===== src/hw/rtl/htbd_pkg.sv =====
// Shared types and constants for the code tree bit decoder.
package htbd_pkg;

	localparam logic [1:0] MODE_CLEAR  = 2'd0;
	localparam logic [1:0] MODE_DEFINE = 2'd1;
	localparam logic [1:0] MODE_DECODE = 2'd2;

	localparam int SYM_W  = 8;
	localparam int BITS_W = 32;

	typedef struct packed {
		logic [1:0]        mode;
		logic [SYM_W-1:0]  symbol;
		logic [5:0]        code_length;
		logic [BITS_W-1:0] code_bits;
		logic              data_bit;
	} in_t;

	typedef struct packed {
		logic [SYM_W-1:0] symbol_out;
		logic             error;
	} out_t;

	typedef struct packed {
		logic clear;
		logic dec_issue;
		logic dec_land;
		logic def_load;
		logic def_step;
		logic def_read;
		logic def_new;
	} cmd_t;

	typedef struct packed {
		logic slot_free;
		logic dec_miss;
		logic rem_zero;
		logic child_hit;
		logic full;
	} sts_t;

endpackage


===== src/hw/rtl/htbd_ctrl.sv =====
// Controller state machine sequencing clear, define and decode operations.
module htbd_ctrl (
	input  logic           clk,
	input  logic           arst_n,
	input  logic           in_valid,
	output logic           in_ready,
	input  logic [1:0]     mode,
	input  htbd_pkg::sts_t sts,
	output htbd_pkg::cmd_t cmd
);

	localparam logic [2:0] ST_IDLE     = 3'd0;
	localparam logic [2:0] ST_DEC_RD   = 3'd1;
	localparam logic [2:0] ST_DEF_STEP = 3'd2;
	localparam logic [2:0] ST_DEF_RD   = 3'd3;
	localparam logic [2:0] ST_DEF_NEW  = 3'd4;

	logic [2:0] state_q;
	logic [2:0] state_d;
	logic       accept;

	assign in_ready = (state_q == ST_IDLE) && sts.slot_free;
	assign accept   = in_valid && in_ready;

	always_comb begin
		cmd     = '0;
		state_d = state_q;
		case (state_q)
			ST_IDLE: begin
				if (accept) begin
					case (mode)
						htbd_pkg::MODE_CLEAR: begin
							cmd.clear = 1'b1;
						end
						htbd_pkg::MODE_DEFINE: begin
							cmd.def_load = 1'b1;
							state_d      = ST_DEF_STEP;
						end
						htbd_pkg::MODE_DECODE: begin
							cmd.dec_issue = 1'b1;
							if (!sts.dec_miss) begin
								state_d = ST_DEC_RD;
							end
						end
						default: begin
						end
					endcase
				end
			end
			ST_DEC_RD: begin
				cmd.dec_land = 1'b1;
				state_d      = ST_IDLE;
			end
			ST_DEF_STEP: begin
				cmd.def_step = 1'b1;
				if (sts.rem_zero) begin
					state_d = ST_IDLE;
				end else if (sts.child_hit) begin
					state_d = ST_DEF_RD;
				end else if (sts.full) begin
					state_d = ST_IDLE;
				end else begin
					state_d = ST_DEF_NEW;
				end
			end
			ST_DEF_RD: begin
				cmd.def_read = 1'b1;
				state_d      = ST_DEF_STEP;
			end
			ST_DEF_NEW: begin
				cmd.def_new = 1'b1;
				state_d     = ST_DEF_STEP;
			end
			default: begin
				state_d = ST_IDLE;
			end
		endcase
	end

	always_ff @(posedge clk or negedge arst_n) begin
		if (!arst_n) begin
			state_q <= ST_IDLE;
		end else begin
			state_q <= state_d;
		end
	end

	a_accept_idle: assert property (@(posedge clk) disable iff (!arst_n)
		accept |-> state_q == ST_IDLE)
		else $error("transfer taken while busy");

	a_define_enters: assert property (@(posedge clk) disable iff (!arst_n)
		(accept && mode == htbd_pkg::MODE_DEFINE) |=> state_q == ST_DEF_STEP)
		else $error("define did not start");

	a_one_cmd: assert property (@(posedge clk) disable iff (!arst_n)
		$onehot0(cmd))
		else $error("conflicting commands");

endmodule


===== config.mk =====
export PLATFORM = sky130hd
export DESIGN_NAME = htbd_ctrl
export DESIGN_NICKNAME = d
export VERILOG_FILES = /design/src/hw/rtl/htbd_pkg.sv /design/src/hw/rtl/htbd_ctrl.sv
export SDC_FILE = /design/constraint.sdc
export NUM_CORES = 1
export LEC_CHECK = 0
export ABC_AREA = 1
export BUFFER_PORTS_ARGS = -buffer_cell sky130_fd_sc_hd__buf_2
export CAP_MARGIN = 10
export CORE_AREA = 2 2 39 41
export CTS_CLUSTER_SIZE = 28
export DETAILED_ROUTE_END_ITERATION = 12
export DIE_AREA = 0 0 41 43
export PLACE_DENSITY = 0.4
export SKIP_CTS_REPAIR_TIMING = 1
export SLEW_MARGIN = 20
export SYNTH_ARGS = -nofsm -noshare
export SYNTH_HDL_FRONTEND = slang
export SYNTH_SLANG_ARGS = --single-unit

===== constraint.sdc =====
create_clock -name clk -period 1 [get_ports clk]
set_input_delay 0 -clock clk [delete_from_list [all_inputs] [get_ports clk]]
set_output_delay 0 -clock clk [all_outputs]
set_load 0.02 [all_outputs]

After elaboration in Yosys (flattened, before gate mapping)
Cells that the tools add are included.
- equality and inequality tests: 9
- reductions and logical operators: 6
- muxes and demuxes: 18
- operators with widths (kind ; count):
    3-bit 2-to-1 mux ; 5
    1-bit 2-to-1 mux ; 9
    3-bit one-hot mux with 3 select lines ; 1
    3-bit by 2-bit equality test with 1-bit output, second input constant ; 2
    3-bit one-hot mux with 2 select lines ; 1
    2-bit 2-to-1 mux ; 2
    3-bit by 1-bit equality test with 1-bit output, second input constant ; 1
    3-bit equality test, second input constant ; 1
    3-bit zero test ; 1
    3-bit by 1-bit inequality test with 1-bit output, second input constant ; 1
    3-bit inequality test, second input constant ; 1
    3-bit AND reduction ; 1
    2-bit by 1-bit equality test with 1-bit output, second input constant ; 1
    2-bit equality test, second input constant ; 1
    1-bit logical AND ; 2
    2-bit zero test ; 1
    2-bit inequality test, second input constant ; 1
    2-bit OR reduction ; 1
- register bits: 3
- input bits: 10
- output and inout bits: 8

Logic depth before layout (Yosys ltp)
Gate-level depths: netlist of the first run.
- depth after elaboration: 5
- gate-level depth with buffers: 7
- depth with buffers taken out: 7

Least setup slack after synthesis of the first run
Ideal clock, no wire load.
- kind: reg2out
- start point: register state_q[1]
- end point: output port cmd[3] (netlist name)
- arrival time: 1269 ps
- required time: 1000 ps
- buffers on the path: 0
- path slack: -269 ps
- stages on the path, launching flop included: 6
- cells stage by stage: dfrtp_1 -> inv_2 -> nand2_2 -> nor3_2 -> nand2_2 -> nor2_1
- RTL lines (item ; line ; text):
    start: declaration ; htbd_ctrl.sv:18 ; logic [2:0] state_q;
    start signal: assignment ; htbd_ctrl.sv:84 ; state_q <= state_d;
    end: declaration ; htbd_ctrl.sv:9 ; output htbd_pkg::cmd_t cmd

==> results of run 1 <==
final timing paths:
check,slack (ns),to,from,depth (start not counted)
worst max-delay path,-0.32,cmd[6],state_q[0],6
worst min-delay path,0.07,state_q[0],arst_n,2
worst min register to register,0.65,state_q[2],state_q[1],2
max in group asynchronous,0.80,state_q[2],arst_n,2
worst max register to register,-0.12,state_q[1],state_q[0],7
min in group clk,0.13,state_q[0],sts[3],4
through the flow:
step	area, um2	setup WS (ns)	util, %	power, mW	hold slack (ns)
final	564.3	-0.3203	40.78	0.6695	0.07443
after floorplan	274.0	-0.1364	-	0.2803	-0.2956
after global routing	564.3	-0.3905	40.78	0.7275	0.09246
after global placement	409.1	-0.08668	29.57	0.3690	-0.2001
after CTS	435.4	-0.3332	31.46	0.5975	-0.4599
after detailed placement	409.1	-0.07544	29.57	0.3670	-0.2039
cells in the final DEF (no fill, tap or decap), types with 3 or more instances in the layout:
master / instances
nor2_2: 4
buf_2: 12
buf_6: 6
clkbuf_4: 3
dlygate4sd3_1: 4
nand2_1: 6
inv_1: 7
buf_4: 5
nor2_1: 4
final cells by class:
cell class,count,area (um2)
fill,154,819.5
timing repair buffer,27,205.2
multi-input combinational,29,195.2
sequential,3,77.57
inverter,10,40.04
clock buffer,4,26.28
tap,16,20.02
cell families after synthesis:
| kind of cell | count (synthesis) | share of synthesized area, % |
|---|---|---|
| simple gates | 27 | 52.19 |
| buf+inv | 10 | 14.64 |
| compound gates | 2 | 3.899 |
| flops | 3 | 29.27 |
worst register-to-register path, cell delays in order, from the launching register on:
cell and delay, ns:
dfrtp_1 0.40, inv_2 0.11, nand2_4 0.07, buf_6 0.12, nor2_4 0.08, o21ai_1 0.07, nand3_1 0.09, nor2_1 0.06
power by group through the flow:
| stage | Clock [mW] | Sequential, mW | Combinational, mW |
|---|---|---|---|
| after floorplan | 0 | 0.144 | 0.136 |
| after global placement | 0 | 0.146 | 0.223 |
| after global routing | 0.250 | 0.150 | 0.327 |
| after CTS | 0.231 | 0.144 | 0.222 |
| final | 0.224 | 0.149 | 0.296 |
| after detailed placement | 0 | 0.146 | 0.221 |
routing by layer:
| layer | vias up | part of all wire [%] |
|---|---|---|
| li1 | 192 | - |
| met1 | 152 | 38 |
| met2 | 18 | 52 |
| met3 | 2 | 8.5 |
| met4 | 0 | 2.1 |
| met5 | - | 0 |
==> flow_summary.rst, run 1 <==
.. list-table::
   :header-rows: 1

   * - Metric
     - Value
   * - Run status
     - complete, but fails checks
   * - Violated checks
     - setup timing
   * - Remaining design rule violation count
     - 0
   * - H-Tree Depth
     - 1
   * - Row count
     - 14
   * - Post-Syn Nets
     - between 50 and 60
   * - Slowest stage cell on the critical path
     - dfrtp_1
   * - Share of the synthesized area in the top cell type
     - around 29%
   * - Share of final-layout standard cells stronger than drive strength 1
     - between 50% and 60%
   * - Crit-path most repeated cell
     - nor3_4
   * - Delay-heaviest family, CP
     - simple AND/OR/NAND/NOR gates
   * - Area enclosed by the die boundary
     - approximately 1800 um2
   * - Vias in the first global route
     - slightly above 300
   * - Root buf cell
     - clkbuf_4
   * - Count of clock tree sinks
     - 3
   * - Global-route track usage on met2
     - between 10% and 20%
   * - Total core area
     - about 1400 um2
   * - Setup TNS after final layout
     - -1.830 ns
   * - Global-route wire length before repair
     - about 1100 um
   * - Number of instances in the placed design
     - 79
   * - Critical path arrival
     - 1.32 ns
   * - Clock insertion delay at the later pin of the skew report
     - 0.24 ns
   * - Leakage component of the power
     - a little under 0.3 nW
   * - Detailed placement HPWL
     - 561 um
   * - Share of synthesized area occupied by flip-flops and latches
     - between 20% and 30%
   * - GR Util All Layers
     - 10.18%
   * - Commonest cells in the synthesized netlist
     - nor2_1, inv_1, nand2_1
   * - Mean Syn Cell Area
     - 6.107 um2
   * - Relative slew slack
     - ~84%
   * - Kind of critical path
     - reg -> out
   * - Detailed-route wire length per cell
     - 9.011 um
   * - Met3 Usage GRT
     - around 3.1%
   * - TritonCTS clock tree
     - built
   * - Vias
     - around 360
   * - Final hold viol count
     - 0
   * - Number of buffers inserted during clock tree synthesis
     - 3
   * - Clock-pin slew on the worst setup and hold paths
     - 0.04 ns
   * - Largest registers
     - state_q (3)
   * - Clock share of power
     - between 30 and 40%
   * - Maximum number of pins on one net before global-route repair
     - 6
   * - Final Cycle Share
     - 132.0%
   * - Skew final
     - roughly 0.005 ns
   * - Setup slack of the critical path after layout
     - -0.3203 ns
   * - Overall overflow remaining after global route
     - 0
   * - Number of flip-flops and latches in the synthesized netlist
     - 3
   * - Final weighted congestion in routability-driven placement
     - roughly 0.7
   * - Register with the most flip-flops
     - state_q
   * - Number of max-cap violations
     - 0
   * - Number of flip-flops in the largest register
     - 3
   * - Number of enable flip-flop cells after synthesis
     - 0
   * - Top_reg_cell synth
     - dfrtp_1
   * - Worst-path cell chain
     - inv_2 -> nand2_4 -> nor3_4 -> nand2_2 -> nor3_4 -> buf_6
   * - Ratio of routed vias to standard cells
     - around 4.1
   * - Ant. Diodes
     - 0
   * - Worst VDD drop
     - 0.6637 mV
   * - Sw power
     - 0.2454 mW
   * - Growth of design area from synthesis to finish
     - 120.0%
   * - Clock Tree Buf Depth
     - 2
   * - DRT Pass-1 Iters
     - 2
   * - Post-layout minimum cycle time
     - roughly 1.3 ns
   * - Combinational cell fraction of total power
     - ~44%
   * - Cell type with the largest total area after synthesis
     - dfrtp_1
   * - Dominant cell by count in the synthesized netlist
     - nor2_1
   * - Worst min-delay path category
     - in -> async
   * - Number of port buffers
     - 17
   * - Final WL
     - between 800 and 900 um
   * - Worst setup EP type
     - primary output
   * - Share of synthesized flip-flops with an asynchronous set or reset
     - between 90% and 100%
   * - Maximum clock frequency
     - between 700 and 800 MHz
   * - Non-filler instance count after layout
     - 89
   * - Met1 GRT Util
     - between 9 and 10%
   * - Grt peak-use layer
     - met2
   * - Initial standard-cell utilization of the core
     - between 10% and 20%
   * - I/O pins
     - 18
   * - Post-synthesis instance area
     - between 200 and 300 um2
   * - Die height
     - ~43 um
   * - Warnings from Yosys
     - 0
   * - Sequential fraction of design power
     - between 20% and 30%
   * - Detail Route Antenna Nets
     - 0
   * - CP startpoint kind
     - flop
   * - Worst EP required
     - 1.00 ns
   * - Synthesized instance count
     - 42
   * - Antenna violations before repair
     - 0
   * - Crit Path Max Fanout
     - 3
   * - Dominant cells by area after synthesis
     - dfrtp_1, nor2_1, inv_1
   * - Number of endpoints failing setup at the final stage
     - 10
   * - Tightest Pin Transition
     - around 0.23 ns
   * - Number of buffer and inverter instances along the worst setup path
     - 2
   * - Netlist cell types
     - 14
   * - Peak per-stage delay on the critical path
     - around 0.40 ns
   * - Switching share of power
     - between 30% and 40%
   * - Violation count after the first detailed-route iteration
     - 3
   * - Net count of the finished layout
     - 84
   * - Final Max Tran Viols
     - 0
   * - Horizontal die dimension
     - 41 um
   * - Cell internal pwr
     - around 0.42 mW
   * - Setup repair after global routing missed its margin
     - yes
   * - Power density over cell area
     - around 1200 nW/um2
Note: power is estimated with default switching activity, not from simulation.
==> run 2: changes to the inputs <==
--- a/config.mk
+++ b/config.mk
@@ -8,11 +8,14 @@
 export ABC_AREA = 1
 export BUFFER_PORTS_ARGS = -buffer_cell sky130_fd_sc_hd__buf_2
 export CAP_MARGIN = 10
+export CELL_PAD_IN_SITES_DETAIL_PLACEMENT = 1
+export CELL_PAD_IN_SITES_GLOBAL_PLACEMENT = 1
 export CORE_AREA = 2 2 39 41
 export CTS_CLUSTER_SIZE = 28
 export DETAILED_ROUTE_END_ITERATION = 12
 export DIE_AREA = 0 0 41 43
-export PLACE_DENSITY = 0.4
+export PLACE_DENSITY = 0.58
+export RECOVER_POWER = 50
 export SKIP_CTS_REPAIR_TIMING = 1
 export SLEW_MARGIN = 20
 export SYNTH_ARGS = -nofsm -noshare
==> run 2 against run 1 <==
  * Critical path type unchanged
  * Hold slack better by 0.033 ns
  * Clock-buffer cell count unchanged
  * Fmax up 2.3%
  * The flow still finishes with violations (setup timing)
  * Via count increased by 8.0%
  * First-iteration DRC count shrank 33%
  * Clock skew rose by 0.0014 ns
  * Clock power decreased by 2%
  * Core utilization rose by 2.1 points
==> flow_summary.rst, run 2 (synthesized netlist as in run 1, its figures left out) <==
.. list-table::
   :header-rows: 1

   * - Metric
     - Value
   * - Run status
     - complete, but fails checks
   * - Violated checks
     - setup timing
   * - Number of buffer and inverter instances along the worst setup path
     - 2 (unchanged)
   * - Worst min-delay path category
     - in -> async
   * - I/O pins
     - 18 (unchanged)
   * - Worst EP required
     - 1.00 ns (about the same)
   * - Worst VDD drop
     - 0.6200 mV (-6.6%)
   * - Detail Route Antenna Nets
     - 0 (unchanged)
   * - Ant. Diodes
     - 0 (unchanged)
   * - Detailed placement HPWL
     - 639.1 um (+14%)
   * - Ratio of routed vias to standard cells
     - 4.272 (+4.4%)
   * - Worst hold slack across all endpoints
     - 0.1071 ns (+0.03263 ns)
   * - Share of the core filled with cells in the final layout
     - 42.86% (+2.1 points)
   * - Number of fill cells in the layout
     - 181 (+18%)
   * - GR Util All Layers
     - 10.95% (+0.77 points)
   * - Post-layout minimum cycle time
     - 1.291 ns (-0.02934 ns)
   * - Power density over cell area
     - 1171 nW/um2 (-1.3%)
   * - H-Tree Depth
     - 1 (unchanged)
   * - Number of port buffers
     - 17 (unchanged)
   * - Delay-heaviest family, CP
     - simple AND/OR/NAND/NOR gates
   * - Number of buffers inserted during clock tree synthesis
     - 3 (unchanged)
   * - Number of max-cap violations
     - 0 (unchanged)
   * - Final hold viol count
     - 0 (unchanged)
   * - Setup TNS after final layout
     - -1.882 ns (-0.05176 ns)
   * - Worst-path cell chain
     - inv_2 -> nand2_4 -> nor3_4 -> nand2_2 -> nor3_4 -> buf_6
   * - Violation count after the first detailed-route iteration
     - 2 (-1)
   * - Detailed-route wire length per cell
     - 10.53 um (+17%)
   * - Horizontal die dimension
     - 41 um (unchanged)
   * - Number of flip-flops in the largest register
     - 3 (unchanged)
   * - Vias in the first global route
     - 320 (+5.6%)
   * - Area enclosed by the die boundary
     - 1763 um2 (unchanged)
   * - Tightest Pin Transition
     - 0.1956 ns (-0.03628 ns)
   * - Count of clock tree sinks
     - 3 (unchanged)
   * - Row count
     - 14 (unchanged)
   * - Crit-path most repeated cell
     - nor3_4
   * - Clock-pin slew on the worst setup and hold paths
     - 0.04 ns (about the same)
   * - Root buf cell
     - clkbuf_4
   * - Critical path arrival
     - 1.29 ns (-0.03 ns)
   * - DRT Pass-1 Iters
     - 2 (unchanged)
   * - Setup repair after global routing missed its margin
     - yes
   * - Largest registers
     - state_q (3)
   * - Growth of design area from synthesis to finish
     - 131.2%
   * - Overall overflow remaining after global route
     - 0 (unchanged)
   * - Global-route wire length before repair
     - 1297 um (+14%)
   * - CP startpoint kind
     - flop
   * - Clock insertion delay at the later pin of the skew report
     - 0.24 ns (about the same)
   * - Setup slack of the critical path after layout
     - -0.2910 ns (+0.02934 ns)
   * - Most common library cell in the layout ignoring fill and taps
     - buf_2
   * - Maximum number of pins on one net before global-route repair
     - 6 (unchanged)
   * - Initial standard-cell utilization of the core
     - 18.54% (unchanged)
   * - Clock Tree Buf Depth
     - 2 (unchanged)
   * - Vias
     - 393 (+8.0%)
   * - Share of final-layout standard cells stronger than drive strength 1
     - 57.89% (-1.0 points)
   * - Total Power
     - 0.6942 mW (+3.7%)
   * - Worst-case register-to-register setup slack
     - -0.17 ns (-0.05 ns)
   * - Antenna violations before repair
     - 0 (unchanged)
   * - Remaining design rule violation count
     - 0 (unchanged)
   * - Skew final
     - 0.006398 ns (+0.001390 ns)
   * - Startpoint of the worst register-to-register path
     - state_q[2]
   * - Worst setup EP type
     - primary output
   * - Slowest stage cell on the critical path
     - dfrtp_1
   * - Number of endpoints failing setup at the final stage
     - 10 (unchanged)
   * - Kind of critical path
     - reg -> out
   * - Register with the most flip-flops
     - state_q
   * - Sequential cell area
     - 76.32 um2 (-1.6%)
   * - Relative slew slack
     - 86.84% (+2.4 points)
   * - Net count of the finished layout
     - 87 (+3.6%)
   * - Combined area of the multi-input logic cells
     - 196.4 um2 (+0.64%)
   * - Final WL
     - 969 um (+21%)
   * - Total core area
     - 1384 um2 (unchanged)
   * - Peak per-stage delay on the critical path
     - 0.40 ns (about the same)
   * - Leakage component of the power
     - 0.3104 nW (+4.0%)
   * - TritonCTS clock tree
     - built
   * - Final Max Tran Viols
     - 0 (unchanged)
   * - Crit Path Max Fanout
     - 3 (unchanged)
   * - Commonest cells after routing, fill and taps aside
     - buf_2, buf_6, buf_4
   * - Die height
     - 43 um (unchanged)
   * - Number of cells traversed by the worst register-to-register path
     - 6 (-1)
   * - Maximum clock frequency
     - 774.6 MHz (+2.3%)
   * - Final Cycle Share
     - 129.1% (-2.9 points)
   * - Final weighted congestion in routability-driven placement
     - 0.6247 (-11%)
   * - Critical register-to-register path endpoint
     - state_q[0]
==> run 2: metrics by stage <==
step | cell area, um2 | setup slack, ns | instances
floorplan | 274.0 | -0.1364 | 42
global placement | 416.7 | -0.08472 | 80
detailed placement | 416.7 | -0.08334 | 80
CTS | 442.9 | -0.3220 | 84
global route | 593.1 | -0.3767 | 92
finish | 593.1 | -0.2910 | 92
==> run 2: where the power goes <==
group	switching, mW	internal, mW	total [mW]
clock network	0.0687	0.150	0.219
logic	0.173	0.159	0.332
registers	0.0114	0.132	0.144
total	0.253	0.441	0.694
==> run 2: layer usage <==
layer  track usage, %  up-vias  routed length, um
li1                 -      201                  -
met1            12.90      177                344
met2            15.63       13                544
met3            5.236        2                 68
met4            6.000        0                 12
met5                0        -                  0
==> run 2: layout make-up <==
type,instances,area share [%]
Multi-Input combinational cell,29,33.12
Timing Repair Buffer,30,39.87
Inverter,10,6.329
Sequential cell,3,12.87
Clock buffer,4,4.430
Tap cell,16,3.376
==> run 2: worst max-delay path by stage <==
stage,from,to,slack [ns],cells after the start
floorplan,state_q[1],cmd[6],-0.14,5
global placement,state_q[2],state_q[1],-0.08,5
detailed placement,state_q[0],state_q[0],-0.08,6
CTS,state_q[0],cmd[6],-0.32,6
global route,state_q[0],cmd[6],-0.38,6
finish,state_q[0],cmd[6],-0.29,6
==> run 3: changes to the inputs <==
--- a/config.mk
+++ b/config.mk
@@ -11,6 +11,7 @@
 export CELL_PAD_IN_SITES_DETAIL_PLACEMENT = 1
 export CELL_PAD_IN_SITES_GLOBAL_PLACEMENT = 1
 export CORE_AREA = 2 2 39 41
+export CTS_BUF_LIST = sky130_fd_sc_hd__clkbuf_4 sky130_fd_sc_hd__clkbuf_8
 export CTS_CLUSTER_SIZE = 28
 export DETAILED_ROUTE_END_ITERATION = 12
 export DIE_AREA = 0 0 41 43
==> constraint.sdc (replaced) <==
create_clock -name clk -period 1 [get_ports clk]
set_input_delay 0 -clock clk [delete_from_list [all_inputs] [get_ports clk]]
set_output_delay 0 -clock clk [all_outputs]
set_load 0.1 [all_outputs]
==> run 3 against run 2 <==
  * The flow still finishes with violations (setup timing)
  * Register-to-register slack about the same
  * Core utilization up 5.2 points
  * Final cell count down 2.2%
  * Global-route usage down 0.68 points
  * Design area up 12%
  * Sequential power about the same
  * Clock skew down 0.0051 ns
  * Non-clock buffer count down 2
  * First-iteration DRC count down 50%
  * Die area unchanged
==> flow_summary.rst, run 3 (synthesized netlist as in run 1, its figures left out) <==
.. list-table::
   :header-rows: 1

   * - Metric
     - Value
   * - CP startpoint kind
     - flop
   * - Power density over cell area
     - 1306 nW/um2 (+12%)
   * - Vias in the first global route
     - 353 (+10%)
   * - Share of final-layout standard cells stronger than drive strength 1
     - 58.11% (+0.21 points)
   * - Horizontal die dimension
     - 41 um (unchanged)
   * - Worst EP required
     - 1.00 ns (about the same)
   * - H-Tree Depth
     - 1 (unchanged)
   * - Detailed placement HPWL
     - 706.9 um (+11%)
   * - Run status
     - complete, but fails checks
   * - Relative slew slack
     - 83.68% (-3.2 points)
   * - Final Cycle Share
     - 138.5% (+9.3 points)
   * - Capture point of the critical path
     - cmd[6]
   * - Detailed-route wire length per cell
     - 10.37 um (-1.6%)
   * - GR Util All Layers
     - 10.27% (-0.68 points)
   * - Worst-case register-to-register setup slack
     - -0.16 ns (about the same)
   * - Final hold viol count
     - 0 (unchanged)
   * - Total core area
     - 1384 um2 (unchanged)
   * - Tightest Pin Transition
     - 0.2441 ns (+0.04851 ns)
   * - Worst min-delay path category
     - in -> async
   * - Number of port buffers
     - 17 (unchanged)
   * - Ant. Diodes
     - 0 (unchanged)
   * - Initial standard-cell utilization of the core
     - 18.54% (unchanged)
   * - Root buf cell
     - clkbuf_4
   * - Final WL
     - 933 um (-3.7%)
   * - Register with the most flip-flops
     - state_q
   * - TritonCTS clock tree
     - built
   * - Worst Setup SP
     - state_q[1]
   * - Overall overflow remaining after global route
     - 0 (unchanged)
   * - Antenna violations before repair
     - 0 (unchanged)
   * - Area enclosed by the die boundary
     - 1763 um2 (unchanged)
   * - Met1 GRT Util
     - 11.36% (-1.5 points)
   * - Met3 Usage GRT
     - 0.5236% (-4.7 points)
   * - Number of max-cap violations
     - 0 (unchanged)
   * - Number of cells traversed by the worst register-to-register path
     - 5 (-1)
   * - DRT Pass-1 Iters
     - 3 (+1)
   * - Final Max Tran Viols
     - 0 (unchanged)
   * - Global-route wire length before repair
     - 1276 um (-1.6%)
   * - Worst hold slack across all endpoints
     - 0.1219 ns (+0.01488 ns)
   * - Total Power
     - 0.8676 mW (+25%)
   * - Maximum number of pins on one net before global-route repair
     - 5 (-1)
   * - Clock insertion delay at the later pin of the skew report
     - 0.23 ns (about the same)
   * - Global-route track usage on met2
     - 17.81% (+2.2 points)
   * - Violation count after the first detailed-route iteration
     - 1 (-1)
   * - Number of buffers inserted during clock tree synthesis
     - 3 (unchanged)
   * - Post-Layout Inst Area
     - 664.4 um2 (+12%)
   * - Commonest cells after routing, fill and taps aside
     - buf_2, buf_12, nor2_1, buf_4, nand2_1
   * - Clock Tree Buf Depth
     - 2 (unchanged)
   * - Setup slack of the critical path after layout
     - -0.3845 ns (-0.09350 ns)
   * - Final weighted congestion in routability-driven placement
     - 0.7311 (+17%)
   * - Detail Route Antenna Nets
     - 0 (unchanged)
   * - Ratio of routed vias to standard cells
     - 4.256 (-0.38%)
   * - Maximum clock frequency
     - 722.3 MHz (-6.8%)
   * - Clock-pin slew on the worst setup and hold paths
     - 0.04 ns (about the same)
   * - Critical register-to-register path endpoint
     - state_q[0]
   * - Vias
     - 383 (-2.5%)
   * - Number of flip-flops in the largest register
     - 3 (unchanged)
   * - Worst setup EP type
     - primary output
   * - Skew final
     - 0.001323 ns (-0.005075 ns)
   * - Area post-placement
     - 564.3 um2 (+35%)
   * - Grt peak-use layer
     - met2
   * - I/O pins
     - 18 (unchanged)
   * - Setup repair after global routing missed its margin
     - yes
   * - Number of instances in the placed design
     - 82 (+2.5%)
   * - Row count
     - 14 (unchanged)
   * - Die height
     - 43 um (unchanged)
   * - Largest registers
     - state_q (3)
   * - Non-filler instance count after layout
     - 90 (-2.2%)
   * - Net count of the finished layout
     - 85 (-2.3%)
   * - Startpoint of the worst register-to-register path
     - state_q[1]
   * - Setup TNS after final layout
     - -2.588 ns (-0.7059 ns)
   * - Remaining design rule violation count
     - 0 (unchanged)
   * - Worst VDD drop
     - 0.6628 mV (+6.9%)
   * - Post-layout minimum cycle time
     - 1.385 ns (+0.09350 ns)
   * - Kind of critical path
     - reg -> out
   * - Critical path arrival
     - 1.38 ns (+0.09 ns)
   * - Number of fill cells in the layout
     - 166 (-8.3%)
   * - Crit Path Max Fanout
     - 3 (unchanged)
   * - Number of endpoints failing setup at the final stage
     - 11 (+1)
   * - Growth of design area from synthesis to finish
     - 159.0%
   * - Violated checks
     - setup timing
   * - Count of clock tree sinks
     - 3 (unchanged)
   * - Leakage component of the power
     - 0.3024 nW (-2.6%)
[run 3: changes by cell type in the layout (fill, tap and decap cells not counted), moves of 2 or more]
| cell | delta |
|---|---|
| buf_12 | +8 |
| buf_6 | -8 |
| buf_2 | -2 |
| clkinvlp_4 | +2 |
[run 3: how the worst min path moves through the flow]
stage	from	end	slack [ns]	cells past startpoint
6_report	arst_n	state_q[1]	0.12	2
5_1_grt	arst_n	state_q[0]	0.14	2
4_1_cts	arst_n	state_q[1]	-0.45	1
3_5_place_dp	arst_n	state_q[1]	-0.20	1
3_3_place_gp	arst_n	state_q[1]	-0.20	1
2_1_floorplan	arst_n	state_q[0]	-0.30	0
[run 3: stage by stage]
| step | utilization [%] | worst slack, ns |
|---|---|---|
| floorplan | - | -1.356 |
| global placement | 40.78 | -0.1289 |
| detailed placement | 40.78 | -0.1579 |
| CTS | 42.95 | -0.4101 |
| global route | 48.01 | -0.4525 |
| finish | 48.01 | -0.3845 |
[run 3: worst max-delay path: stages, from the launching register on]
cell,delay (ns)
dfrtp_1,0.40
inv_2,0.08
nand2_4,0.05
nor3_4,0.13
nand2_2,0.12
nor3_4,0.17
buf_12,0.20
[run 3: power by group]
| group | total (mW) | internal, mW | switching (mW) |
|---|---|---|---|
| Sequential | 0.143 | 0.132 | 0.0103 |
| Combinational | 0.484 | 0.179 | 0.305 |
| Clock | 0.241 | 0.177 | 0.0642 |
| Total | 0.868 | 0.488 | 0.379 |
[run 3: final cells by class]
cell class	count	area (um2)	share of cell area, %
clock buffer	4	30.03	4.520
inverter	10	45.04	6.780
multi-input combinational	29	196.4	29.57
sequential	3	76.32	11.49
tap	16	20.02	3.013
timing repair buffer	28	296.5	44.63
[run 3: per-layer routing]
metal,vias to the layer above,wire length (um)
li1,194,-
met1,176,313
met2,13,571
met3,0,48
met4,0,0
met5,-,0
